File: src/rtl/fppr_pkg.sv
// shared types, codes and helpers of the flash ping-pong record writer
// no dependencies

package fppr_pkg;

   localparam int HDR_BYTES   = 8;
   localparam int MAX_PAYLOAD = 4088;
   localparam int REQ_DATA_W  = 160;
   localparam int RSP_DATA_W  = 112;

   typedef enum logic [2:0] {
      CMD_MOUNT  = 3'd0,
      CMD_WRITE  = 3'd1,
      CMD_DONE   = 3'd2,
      CMD_STATUS = 3'd3,
      CMD_QUERY  = 3'd4
   } cmd_code_type;

   typedef enum logic [2:0] {
      OP_DONE   = 3'd0,
      OP_WREN   = 3'd1,
      OP_ERASE  = 3'd2,
      OP_PROG   = 3'd3,
      OP_STATUS = 3'd4,
      OP_REPORT = 3'd5,
      OP_REJECT = 3'd6
   } op_code_type;

   typedef enum logic [4:0] {
      PH_IDLE       = 5'b00001,
      PH_ERASE_SEND = 5'b00010,
      PH_ERASE_WAIT = 5'b00100,
      PH_WRITE_SEND = 5'b01000,
      PH_WRITE_WAIT = 5'b10000
   } phase_type;

   typedef struct packed {
      logic [2:0]  op;
      logic [23:0] address;
      logic [8:0]  count;
      logic [11:0] offset;
      logic [31:0] sequence_nr;
      logic [15:0] size;
      logic [7:0]  checksum;
      logic [5:0]  block;
      logic        busy;
      logic        last;
   } beat_type;

   // controller to datapath
   typedef struct packed {
      logic capture;
      logic commit;
      logic beat_sel;
   } dp_cmd_type;

   // datapath to controller
   typedef struct packed {
      logic [1:0] exec_beats;
      logic       two_beats;
   } dp_status_type;

   function automatic logic [7:0] hdr_sum(input logic [31:0] seq, input logic [15:0] size,
                                         input logic [7:0] flags);
      logic [7:0] s;
      s = seq[7:0] + seq[15:8] + seq[23:16] + seq[31:24] + size[7:0] + size[15:8] + flags;
      return s;
   endfunction

endpackage

File: src/rtl/fppr_ram.sv
// generic single-write, single-read ram with registered read
// no dependencies

module fppr_ram #(
   parameter int WIDTH = 8,
   parameter int DEPTH = 32
) (
   input  logic                     clock,
   input  logic                     wr_en,
   input  logic [$clog2(DEPTH)-1:0] wr_addr,
   input  logic [WIDTH-1:0]         wr_data,
   input  logic                     rd_en,
   input  logic [$clog2(DEPTH)-1:0] rd_addr,
   output logic [WIDTH-1:0]         rd_data
);

   logic [WIDTH-1:0] mem_ff [DEPTH];
   logic [WIDTH-1:0] rd_data_ff;

   always_ff @(posedge clock) begin
      if (wr_en) begin
         mem_ff[wr_addr] <= wr_data;
      end
      if (rd_en) begin
         rd_data_ff <= mem_ff[rd_addr];
      end
   end

   assign rd_data = rd_data_ff;

endmodule

File: src/rtl/fppr_ctrl.sv
// item sequencer: accept, table lookup, execute, result beats
// depends on fppr_pkg

module fppr_ctrl import fppr_pkg::*; (
   input  logic          clock,
   input  logic          reset,
   input  logic          req_tvalid,
   output logic          req_tready,
   output logic          rsp_tvalid,
   input  logic          rsp_tready,
   input  logic          rsp_tlast,
   output dp_cmd_type    dp_cmd,
   input  dp_status_type dp_status
);

   typedef enum logic [4:0] {
      ST_IDLE   = 5'b00001,
      ST_LOOKUP = 5'b00010,
      ST_EXEC   = 5'b00100,
      ST_SEND0  = 5'b01000,
      ST_SEND1  = 5'b10000
   } state_type;

   state_type state_ff, state_in;

   always_comb begin
      state_in = state_ff;
      dp_cmd   = '0;
      unique case (state_ff)
         ST_IDLE: begin
            dp_cmd.capture = req_tvalid;
            if (req_tvalid) begin
               state_in = ST_LOOKUP;
            end
         end
         ST_LOOKUP: begin
            state_in = ST_EXEC;
         end
         ST_EXEC: begin
            dp_cmd.commit = 1'b1;
            state_in = (dp_status.exec_beats == 2'd0) ? ST_IDLE : ST_SEND0;
         end
         ST_SEND0: begin
            if (rsp_tready) begin
               state_in = dp_status.two_beats ? ST_SEND1 : ST_IDLE;
            end
         end
         ST_SEND1: begin
            dp_cmd.beat_sel = 1'b1;
            if (rsp_tready) begin
               state_in = ST_IDLE;
            end
         end
         default: state_in = ST_IDLE;
      endcase
   end

   always_ff @(posedge clock) begin
      if (reset) begin
         state_ff <= ST_IDLE;
      end else begin
         state_ff <= state_in;
      end
   end

   assign req_tready = (state_ff == ST_IDLE);
   assign rsp_tvalid = (state_ff == ST_SEND0) || (state_ff == ST_SEND1);

   a_no_overlap: assert property (@(posedge clock) disable iff (reset)
      !(req_tready && rsp_tvalid))
      else $error("input taken while a result beat is pending");

   a_second_is_last: assert property (@(posedge clock) disable iff (reset)
      (state_ff == ST_SEND1) |-> rsp_tlast)
      else $error("second result beat not marked last");

   a_first_of_two: assert property (@(posedge clock) disable iff (reset)
      (state_ff == ST_SEND0 && dp_status.two_beats) |-> !rsp_tlast)
      else $error("first of two beats marked last");

endmodule

File: src/rtl/fppr_datapath.sv
// file table, write sequence registers, page split and result beat builder
// depends on fppr_pkg and fppr_ram

module fppr_datapath import fppr_pkg::*; #(
   parameter int FILE_ENTRIES = 32,
   parameter int BLOCK_BYTES  = 4096,
   parameter int PAGE_BYTES   = 256
) (
   input  logic                  clock,
   input  logic                  reset,
   input  logic [2:0]            req_tuser,
   input  logic [REQ_DATA_W-1:0] req_tdata,
   input  dp_cmd_type            dp_cmd,
   output dp_status_type         dp_status,
   output beat_type              beat
);

   localparam int DEPTH = (FILE_ENTRIES < 32) ? FILE_ENTRIES : 32;
   localparam int IDX_W = $clog2(DEPTH);
   localparam int LIMIT = (BLOCK_BYTES - HDR_BYTES < MAX_PAYLOAD) ?
                          BLOCK_BYTES - HDR_BYTES : MAX_PAYLOAD;
   localparam logic [12:0] PAGE13    = 13'(PAGE_BYTES);
   localparam logic [12:0] PAGE_MASK = 13'(PAGE_BYTES - 1);
   localparam logic [11:0] PAGE12    = 12'(PAGE_BYTES);
   localparam logic [8:0]  PAGE_CNT  = 9'(PAGE_BYTES % 512);
   localparam int ENT_W = 49;

   // captured item
   logic [2:0]  cmd_ff;
   logic [4:0]  file_ff;
   logic [11:0] dsz_ff;
   logic [31:0] seq_a_ff, seq_b_ff;
   logic [15:0] size_a_ff, size_b_ff;
   logic [7:0]  flags_a_ff, flags_b_ff, csum_a_ff, csum_b_ff, stat_ff;
   logic [4:0]  rd_file_ff, rd_file_in;

   // write sequence state
   phase_type   phase_ff, phase_in;
   logic [4:0]  act_file_ff, act_file_in;
   logic [11:0] act_size_ff, act_size_in;
   logic [23:0] page_addr_ff, page_addr_in;
   logic [11:0] page_off_ff, page_off_in;

   logic [DEPTH-1:0] valid_ff;
   logic        ent_valid_ff;
   logic        two_ff;
   beat_type    b0_ff, b1_ff, b0, b1;
   logic [1:0]  nbeats;

   logic             wr_en;
   logic [ENT_W-1:0] wr_data, rd_data;
   logic [2:0]       in_cmd;
   logic [4:0]       in_file;

   logic        ent_sel;
   logic [15:0] ent_size;
   logic [31:0] ent_seq;
   logic [5:0]  blk_cur;
   logic        f_ok, va, vb, m_sel;
   logic [31:0] m_seq, seq_inc;
   logic [15:0] m_size;
   logic [12:0] total_v, rem_v, off_v;
   logic [11:0] step;

   assign in_cmd  = req_tuser;
   assign in_file = req_tdata[4:0];
   assign rd_file_in = (in_cmd == CMD_DONE || in_cmd == CMD_STATUS) ? act_file_ff : in_file;

   fppr_ram #(.WIDTH(ENT_W), .DEPTH(DEPTH)) u_table (
      .clock   (clock),
      .wr_en   (wr_en),
      .wr_addr (rd_file_ff[IDX_W-1:0]),
      .wr_data (wr_data),
      .rd_en   (dp_cmd.capture),
      .rd_addr (rd_file_in[IDX_W-1:0]),
      .rd_data (rd_data)
   );

   // entries never written read as zero
   assign ent_sel  = ent_valid_ff & rd_data[0];
   assign ent_size = ent_valid_ff ? rd_data[16:1] : 16'd0;
   assign ent_seq  = ent_valid_ff ? rd_data[48:17] : 32'd0;
   assign blk_cur  = {rd_file_ff, ent_sel};
   assign f_ok     = 32'(file_ff) < FILE_ENTRIES;
   assign seq_inc  = ent_seq + 32'd1;
   assign total_v  = 13'(act_size_ff) + 13'(HDR_BYTES);

   always_comb begin
      va = (hdr_sum(seq_a_ff, size_a_ff, flags_a_ff) == csum_a_ff);
      vb = (hdr_sum(seq_b_ff, size_b_ff, flags_b_ff) == csum_b_ff);
      if (va && !(vb && seq_b_ff > seq_a_ff)) begin
         m_sel = 1'b0; m_seq = seq_a_ff; m_size = size_a_ff;
      end else if (vb) begin
         m_sel = 1'b1; m_seq = seq_b_ff; m_size = size_b_ff;
      end else begin
         m_sel = 1'b0; m_seq = 32'd1; m_size = 16'd0;
      end
      if (m_size == 16'hFFFF) m_size = 16'd0;
      if (m_seq == 32'hFFFF_FFFF) m_seq = 32'd0;
   end

   always_comb begin
      nbeats       = 2'd0;
      b0           = '0;
      b1           = '0;
      b0.last      = 1'b1;
      b1.last      = 1'b1;
      wr_en        = 1'b0;
      wr_data      = {ent_seq, ent_size, ent_sel};
      phase_in     = phase_ff;
      act_file_in  = act_file_ff;
      act_size_in  = act_size_ff;
      page_addr_in = page_addr_ff;
      page_off_in  = page_off_ff;
      // page size is a power of two, so the split is a mask
      rem_v        = total_v & PAGE_MASK;
      off_v        = total_v & ~PAGE_MASK;
      step         = (PAGE12 > page_off_ff) ? page_off_ff : PAGE12;
      b0.op        = OP_REJECT;
      case (cmd_ff) inside
         CMD_MOUNT, CMD_QUERY: begin
            nbeats = 2'd1;
            if (f_ok && !(cmd_ff == CMD_MOUNT && phase_ff != PH_IDLE)) begin
               b0.op = OP_REPORT;
               if (cmd_ff == CMD_MOUNT) begin
                  wr_en          = 1'b1;
                  wr_data        = {m_seq, m_size, m_sel};
                  b0.sequence_nr = m_seq;
                  b0.size        = m_size;
                  b0.block       = {rd_file_ff, m_sel};
               end else begin
                  b0.sequence_nr = ent_seq;
                  b0.size        = ent_size;
                  b0.block       = blk_cur;
               end
            end
         end
         CMD_WRITE: begin
            nbeats = 2'd1;
            if (phase_ff == PH_IDLE && f_ok && 32'(dsz_ff) <= LIMIT) begin
               nbeats       = 2'd2;
               act_file_in  = file_ff;
               act_size_in  = dsz_ff;
               page_addr_in = 24'(32'({rd_file_ff, ~ent_sel}) * BLOCK_BYTES);
               page_off_in  = 12'd0;
               phase_in     = PH_ERASE_SEND;
               b0.op        = OP_WREN;
               b0.block     = blk_cur;
               b0.last      = 1'b0;
               b1.op        = OP_ERASE;
               b1.address   = page_addr_in;
               b1.block     = blk_cur;
            end
         end
         CMD_DONE: begin
            if (phase_ff == PH_ERASE_SEND || phase_ff == PH_WRITE_SEND) begin
               nbeats   = 2'd1;
               phase_in = (phase_ff == PH_ERASE_SEND) ? PH_ERASE_WAIT : PH_WRITE_WAIT;
               b0.op    = OP_STATUS;
               b0.block = blk_cur;
            end
         end
         CMD_STATUS: begin
            if (phase_ff == PH_ERASE_WAIT || phase_ff == PH_WRITE_WAIT) begin
               nbeats   = 2'd1;
               b0.block = blk_cur;
               if (stat_ff[0]) begin
                  b0.op = OP_STATUS;
               end else if (phase_ff == PH_ERASE_WAIT) begin
                  // partial page goes first, a full last page when it divides evenly
                  if (rem_v == 13'd0) begin
                     rem_v = PAGE13;
                     off_v = off_v - PAGE13;
                  end
                  nbeats         = 2'd2;
                  wr_en          = 1'b1;
                  wr_data        = {seq_inc, 4'd0, act_size_ff, ent_sel};
                  page_off_in    = off_v[11:0];
                  page_addr_in   = page_addr_ff + 24'(page_off_in);
                  phase_in       = PH_WRITE_SEND;
                  b0.op          = OP_WREN;
                  b0.last        = 1'b0;
                  b1.op          = OP_PROG;
                  b1.address     = page_addr_in;
                  b1.count       = rem_v[8:0];
                  b1.offset      = page_off_in;
                  b1.sequence_nr = seq_inc;
                  b1.size        = {4'd0, act_size_ff};
                  b1.checksum    = hdr_sum(seq_inc, {4'd0, act_size_ff}, 8'd0);
                  b1.block       = blk_cur;
               end else if (page_off_ff != 12'd0) begin
                  nbeats       = 2'd2;
                  page_off_in  = page_off_ff - step;
                  page_addr_in = page_addr_ff - 24'(step);
                  phase_in     = PH_WRITE_SEND;
                  b0.op        = OP_WREN;
                  b0.last      = 1'b0;
                  b1.op        = OP_PROG;
                  b1.address   = page_addr_in;
                  b1.count     = PAGE_CNT;
                  b1.offset    = page_off_in;
                  b1.block     = blk_cur;
               end else begin
                  wr_en          = 1'b1;
                  wr_data        = {ent_seq, ent_size, ~ent_sel};
                  phase_in       = PH_IDLE;
                  b0.op          = OP_DONE;
                  b0.sequence_nr = ent_seq;
                  b0.size        = ent_size;
                  b0.block       = {rd_file_ff, ~ent_sel};
               end
            end
         end
         default: nbeats = 2'd1;
      endcase
      b0.busy = (phase_in != PH_IDLE);
      b1.busy = (phase_in != PH_IDLE);
      if (!dp_cmd.commit) begin
         wr_en = 1'b0;
      end
   end

   always_ff @(posedge clock) begin
      if (dp_cmd.capture) begin
         cmd_ff       <= in_cmd;
         file_ff      <= in_file;
         dsz_ff       <= req_tdata[16:5];
         seq_a_ff     <= req_tdata[48:17];
         size_a_ff    <= req_tdata[64:49];
         flags_a_ff   <= req_tdata[72:65];
         csum_a_ff    <= req_tdata[80:73];
         seq_b_ff     <= req_tdata[112:81];
         size_b_ff    <= req_tdata[128:113];
         flags_b_ff   <= req_tdata[136:129];
         csum_b_ff    <= req_tdata[144:137];
         stat_ff      <= req_tdata[152:145];
         rd_file_ff   <= rd_file_in;
         ent_valid_ff <= valid_ff[rd_file_in[IDX_W-1:0]];
      end
      if (dp_cmd.commit) begin
         b0_ff  <= b0;
         b1_ff  <= b1;
         two_ff <= (nbeats == 2'd2);
      end
   end

   always_ff @(posedge clock) begin
      if (reset) begin
         phase_ff     <= PH_IDLE;
         act_file_ff  <= '0;
         act_size_ff  <= '0;
         page_addr_ff <= '0;
         page_off_ff  <= '0;
         valid_ff     <= '0;
      end else if (dp_cmd.commit) begin
         phase_ff     <= phase_in;
         act_file_ff  <= act_file_in;
         act_size_ff  <= act_size_in;
         page_addr_ff <= page_addr_in;
         page_off_ff  <= page_off_in;
         if (wr_en) begin
            valid_ff[rd_file_ff[IDX_W-1:0]] <= 1'b1;
         end
      end
   end

   assign dp_status.exec_beats = nbeats;
   assign dp_status.two_beats  = two_ff;
   assign beat = dp_cmd.beat_sel ? b1_ff : b0_ff;

   a_page_pow2: assert property (@(posedge clock) disable iff (reset)
      (PAGE_BYTES & (PAGE_BYTES - 1)) == 0)
      else $error("page size is not a power of two");

   a_phase_onehot: assert property (@(posedge clock) disable iff (reset)
      $onehot(phase_ff))
      else $error("write phase not one-hot");

   a_page_aligned: assert property (@(posedge clock) disable iff (reset)
      (13'(page_off_ff) & PAGE_MASK) == 13'd0)
      else $error("page offset off a page boundary");

endmodule

File: src/rtl/flash_ping_pong_record_writer.sv
// Ping-pong record store sequencer for a serial flash: keeps a per-file table (current
// block, size, sequence), answers mount and query with an entry report and steps a write
// through enable, erase, status polls and page programs, last page first, on the other block.
// An item passes accept, lookup and execute states, then a send state per result beat held
// until taken; the page split is a combinational mask on the power-of-two page size.
// Depends on fppr_pkg, fppr_ctrl, fppr_datapath and fppr_ram.

module flash_ping_pong_record_writer import fppr_pkg::*; #(
   parameter int FILE_ENTRIES = 32,
   parameter int BLOCK_BYTES  = 4096,
   parameter int PAGE_BYTES   = 256
) (
   input  logic                  clock,
   input  logic                  reset,
   input  logic                  req_tvalid,
   output logic                  req_tready,
   // file_index, payload_bytes, seq_a, size_a, flags_a, csum_a, seq_b, size_b, flags_b,
   // csum_b, status_byte, zero fill
   input  logic [REQ_DATA_W-1:0] req_tdata,
   // command
   input  logic [2:0]            req_tuser,
   output logic                  rsp_tvalid,
   input  logic                  rsp_tready,
   // flash_address, byte_count, buffer_offset, record_sequence, record_size,
   // header_checksum, current_block, busy_res, zero fill
   output logic [RSP_DATA_W-1:0] rsp_tdata,
   // flash_op
   output logic [2:0]            rsp_tuser,
   output logic                  rsp_tlast
);

   dp_cmd_type    dp_cmd;
   dp_status_type dp_status;
   beat_type      beat;

   fppr_ctrl u_ctrl (
      .clock      (clock),
      .reset      (reset),
      .req_tvalid (req_tvalid),
      .req_tready (req_tready),
      .rsp_tvalid (rsp_tvalid),
      .rsp_tready (rsp_tready),
      .rsp_tlast  (rsp_tlast),
      .dp_cmd     (dp_cmd),
      .dp_status  (dp_status)
   );

   fppr_datapath #(
      .FILE_ENTRIES (FILE_ENTRIES),
      .BLOCK_BYTES  (BLOCK_BYTES),
      .PAGE_BYTES   (PAGE_BYTES)
   ) u_datapath (
      .clock     (clock),
      .reset     (reset),
      .req_tuser (req_tuser),
      .req_tdata (req_tdata),
      .dp_cmd    (dp_cmd),
      .dp_status (dp_status),
      .beat      (beat)
   );

   assign rsp_tdata = {4'd0, beat.busy, beat.block, beat.checksum, beat.size,
                       beat.sequence_nr, beat.offset, beat.count, beat.address};
   assign rsp_tuser = beat.op;
   assign rsp_tlast = beat.last;

endmodule
File: config.mk
export PLATFORM = sky130hd
export DESIGN_NAME = flash_ping_pong_record_writer
export DESIGN_NICKNAME = d
export VERILOG_FILES = /design/src/rtl/fppr_pkg.sv /design/src/rtl/fppr_ram.sv /design/src/rtl/fppr_ctrl.sv /design/src/rtl/fppr_datapath.sv /design/src/rtl/flash_ping_pong_record_writer.sv
export SDC_FILE = /design/constraint.sdc
export NUM_CORES = 2
export LEC_CHECK = 0
export BUFFER_PORTS_ARGS = -buffer_cell sky130_fd_sc_hd__buf_2
export CAP_MARGIN = 20
export CORE_ASPECT_RATIO = 1.2
export CORE_UTILIZATION = 55
export DETAILED_ROUTE_END_ITERATION = 8
export PLACE_DENSITY = 0.71
export SLEW_MARGIN = 10
export SYNTH_ARGS = -nofsm -noshare
export SYNTH_HDL_FRONTEND = slang
export SYNTH_HIERARCHICAL = 1
export SYNTH_SLANG_ARGS = --single-unit
File: constraint.sdc
create_clock -name clock -period 18.5 [get_ports clock]
set_input_delay 1.85 -clock clock [delete_from_list [all_inputs] [get_ports clock]]
set_output_delay 1.85 -clock clock [all_outputs]
set_load 0.02 [all_outputs]
==> results.toml <==
[status]
status = "completed"

[synthesis]
async_reset_ff_frac = 0
ys_warn_count = 6
syn-cell-area_mm2 = 0.0879
yosysSeqAreaShare = 0.684
dominantRegCellSynth = "edfxtp_1"
synth_area_per_cell_um2 = 14.7
synth_edf_count = 1937
synth_cell_type_count = 84
synth-seq-cells = 2032
synthCells = 5985

[critical_path]
max_stage_delay_ns = 0.77
arrival_ns = 9.65
critPathMostFrequentCell = "fa_1"
r2r_cells = 21
worstSetupPathType = "reg -> reg"
path_cells = "fa_1 > inv_1 > fa_1 > fa_1 > inv_1 > fa_1 > ha_1 > a211oi_1 > nor2_1 > xnor2_1 > nor4_1 > nand3_2 > a31oi_4 > buf_4 > a21oi_1 > a221oi_1 > nand4_1 > nor3_4 > buf_4 > a41oi_2 > buf_6"
end_kind = "register"
worstSetupStartpointType = "register"
worstPathRequired_ns = 19.10
crit_fanout = 58
worst_path_max_delay_cell = "buf_4"

[clocking]
cts_tree = "done"
hold_buffers = 0
insertion_delay_ns = 0.85
cts_root_buf = "clkbuf_16"
clkSlewWorstSetupHoldPaths_ns = 0.06
cts_buffer_depth = 3
numCtsBuffers = 190
post-cts-setup-buffers = 0
htreeDepth = 4
ctsResizeCount = 0
clock-sinks = 2032

[timing]
setup_viol = 0
tightest_slew_ns = 1.14
rsz0062_at_grt = "false"
tns_ns = 0
fin_worst_hold_slack_ns = 0.459
max_freq_mhz = 110
fin_crit_sh = 0.490
slew_violations = 0
fin_skew_ns = 0.0427
setup_ws_ns = 9.44
fin_crit_ns = 9.06
hold_violations = 0
relSlewSlack = 0.232

[final_layout]
nFillCells = 11599
layout_common_cells = "edfxtp_1, mux2i_1, nand2_1, a21oi_1, buf_2"
area_delta_synth_final_pct = 11.5
register_area_mm2 = 0.0601
design_area_mm2 = 0.0980
final_util = 0.618
nets = 6587
multi_input_area_mm2 = 0.0260
final_cells = 8512
final_common_cell = "edfxtp_1"
post_route_cells_drive_above_1_share = 0.132

[worst_hold_path]
whs_path_depth = 2
holdCritPathClass = "reg -> reg"

[route]
drt-initial-drc-count = 6388
dr.pass1.iters = 8
routed_wl_mm = 242
drt-vias-per-instance = 6.32
post_drt_wl_per_cell_um = 28.4
vias = 53755
drc = 0
drtAntennaViolNets = 0

[placement]
gp_congestion = 0.935
hpwl_mm = 141
placed_area_mm2 = 0.0919
place_ws_ns = 9.71
numPortBuffers = 266
dp.cells = 8164

[global_route]
grt.overflow.total = 0
grt.total_usage = 0.296
antenna_found_initial = 8
grt_pass1_vias = 51449
grt_pass1_wl_mm = 345
grt_start_max_net_pins = 113

[floorplan]
die_h_um = 440
die_w_um = 367
start_util = 0.554
ios = 285
die_area_mm2 = 0.161
num_rows = 160
core-area_mm2 = 0.159

[power]
ir_drop_v = 0.000107
total_power_mw = 10.4
power.density_mw_per_mm2 = 106
p_leak_nw = 34.4

[flow_run]
drv_cap = 0
-- sequential cells by signal (all words and copies together), names as in the netlist, 8 cells and up --
| signal | flops |
|---|---|
| u_datapath/u_table/mem_ff | 1568 |
| u_datapath/b1_ff | 106 |
| u_datapath/b0_ff | 58 |
| u_datapath/u_table/rd_data | 49 |
| u_datapath/seq_a_ff | 32 |
| u_datapath/seq_b_ff | 32 |
| u_datapath/valid_ff | 32 |
| u_datapath/page_addr_ff | 24 |
| u_datapath/size_a_ff | 16 |
| u_datapath/size_b_ff | 16 |
| u_datapath/act_size_ff | 12 |
| u_datapath/dsz_ff | 12 |
| u_datapath/page_off_ff | 12 |
| u_datapath/csum_a_ff | 8 |
| u_datapath/csum_b_ff | 8 |
| u_datapath/flags_a_ff | 8 |
| u_datapath/flags_b_ff | 8 |
-- area by class of cell --
| type | count | share of cell area |
|---|---|---|
| sequential | 2032 | 0.613 |
| multi-input combinational | 3422 | 0.265 |
| clock buffer | 238 | 0.0511 |
| tap | 2106 | 0.0269 |
| timing repair buffer | 409 | 0.0258 |
| clock inverter | 106 | 0.0103 |
| inverter | 195 | 0.00755 |
| antenna | 4 | 0.000102 |
-- critical path, delay by kind of cell (launching register included) --
kind                     cells  cell delay, ns
flip-flops                   1            0.52
XOR/XNOR                     1            0.14
AO/OA/AOI/OAI                5            2.11
AND/OR/NAND/NOR              5            1.57
adder cells (fa/ha/maj)      5            2.51
buffers and inverters        5            1.87
-- kinds of logic after synthesis --
kind of cell               count (synthesis)  synth area share
AOI/OAI and AO/OA                       1041            0.0783
xor gates and xnor gates                 116            0.0126
adders and majority gates                170            0.0319
buffers and inverters                    537            0.0285
DFF                                     2032             0.684
muxes                                    862            0.0992
other                                      2         0.0000855
and+or+nand+nor                         1225            0.0658
-- final timing paths --
path | startpoint | slack, ns | end
min | u_datapath/act_file_ff[2] | 0.46 | u_datapath/act_file_ff[2]
min reg2reg | u_datapath/act_file_ff[2] | 0.46 | u_datapath/act_file_ff[2]
max reg2reg | u_datapath/seq_a_ff[2] | 9.44 | u_datapath/u_table/mem_ff[24][25]
max | u_datapath/seq_a_ff[2] | 9.44 | u_datapath/u_table/mem_ff[24][25]
-- cells in the mapped netlist, types with 11 or more instances --
cell | instances | share of area
edfxtp_1 | 1937 | 0.66
mux2i_1 | 806 | 0.092
nand2_1 | 363 | 0.016
a21oi_1 | 343 | 0.020
nor2_1 | 276 | 0.012
nand3_1 | 218 | 0.012
inv_1 | 195 | 0.0083
a22oi_1 | 178 | 0.015
clkbuf_1 | 174 | 0.0074
a22o_1 | 141 | 0.014
a31oi_1 | 133 | 0.0095
and2_1 | 107 | 0.0076
dfxtp_1 | 95 | 0.022
nor3_1 | 95 | 0.0054
fa_1 | 90 | 0.021
ha_1 | 80 | 0.011
o21ai_0 | 76 | 0.0043
xnor2_1 | 68 | 0.0068
buf_2 | 63 | 0.0036
mux2_2 | 54 | 0.0069
buf_4 | 53 | 0.0045
xor2_1 | 41 | 0.0041
nand4_1 | 30 | 0.0021
and3_1 | 28 | 0.0020
buf_6 | 28 | 0.0036
buf_1 | 24 | 0.0010
nor2b_1 | 23 | 0.0016
a211oi_1 | 19 | 0.0016
nor4_1 | 16 | 0.0011
a21o_1 | 14 | 0.0012
a32oi_1 | 13 | 0.0013
o22ai_1 | 13 | 0.00093
or3_1 | 11 | 0.00078
-- routing by layer --
layer / up-vias / global-route usage / wire length (um)
met1: 27139 / 0.383 / 92200
met3: 541 / 0.0428 / 19700
li1: 23392 / - / -
met2: 2679 / 0.495 / 118000
met5: - / 0 / 21
met4: 4 / 0.139 / 12000
-- report_power, final --
part | leakage, nW | switching, mW | internal [mW]
sequential | 18.6 | 0.0656 | 5.17
combinational | 12.9 | 0.867 | 0.519
clock | 2.91 | 1.70 | 2.10
(Power assumes the default switching activity.)
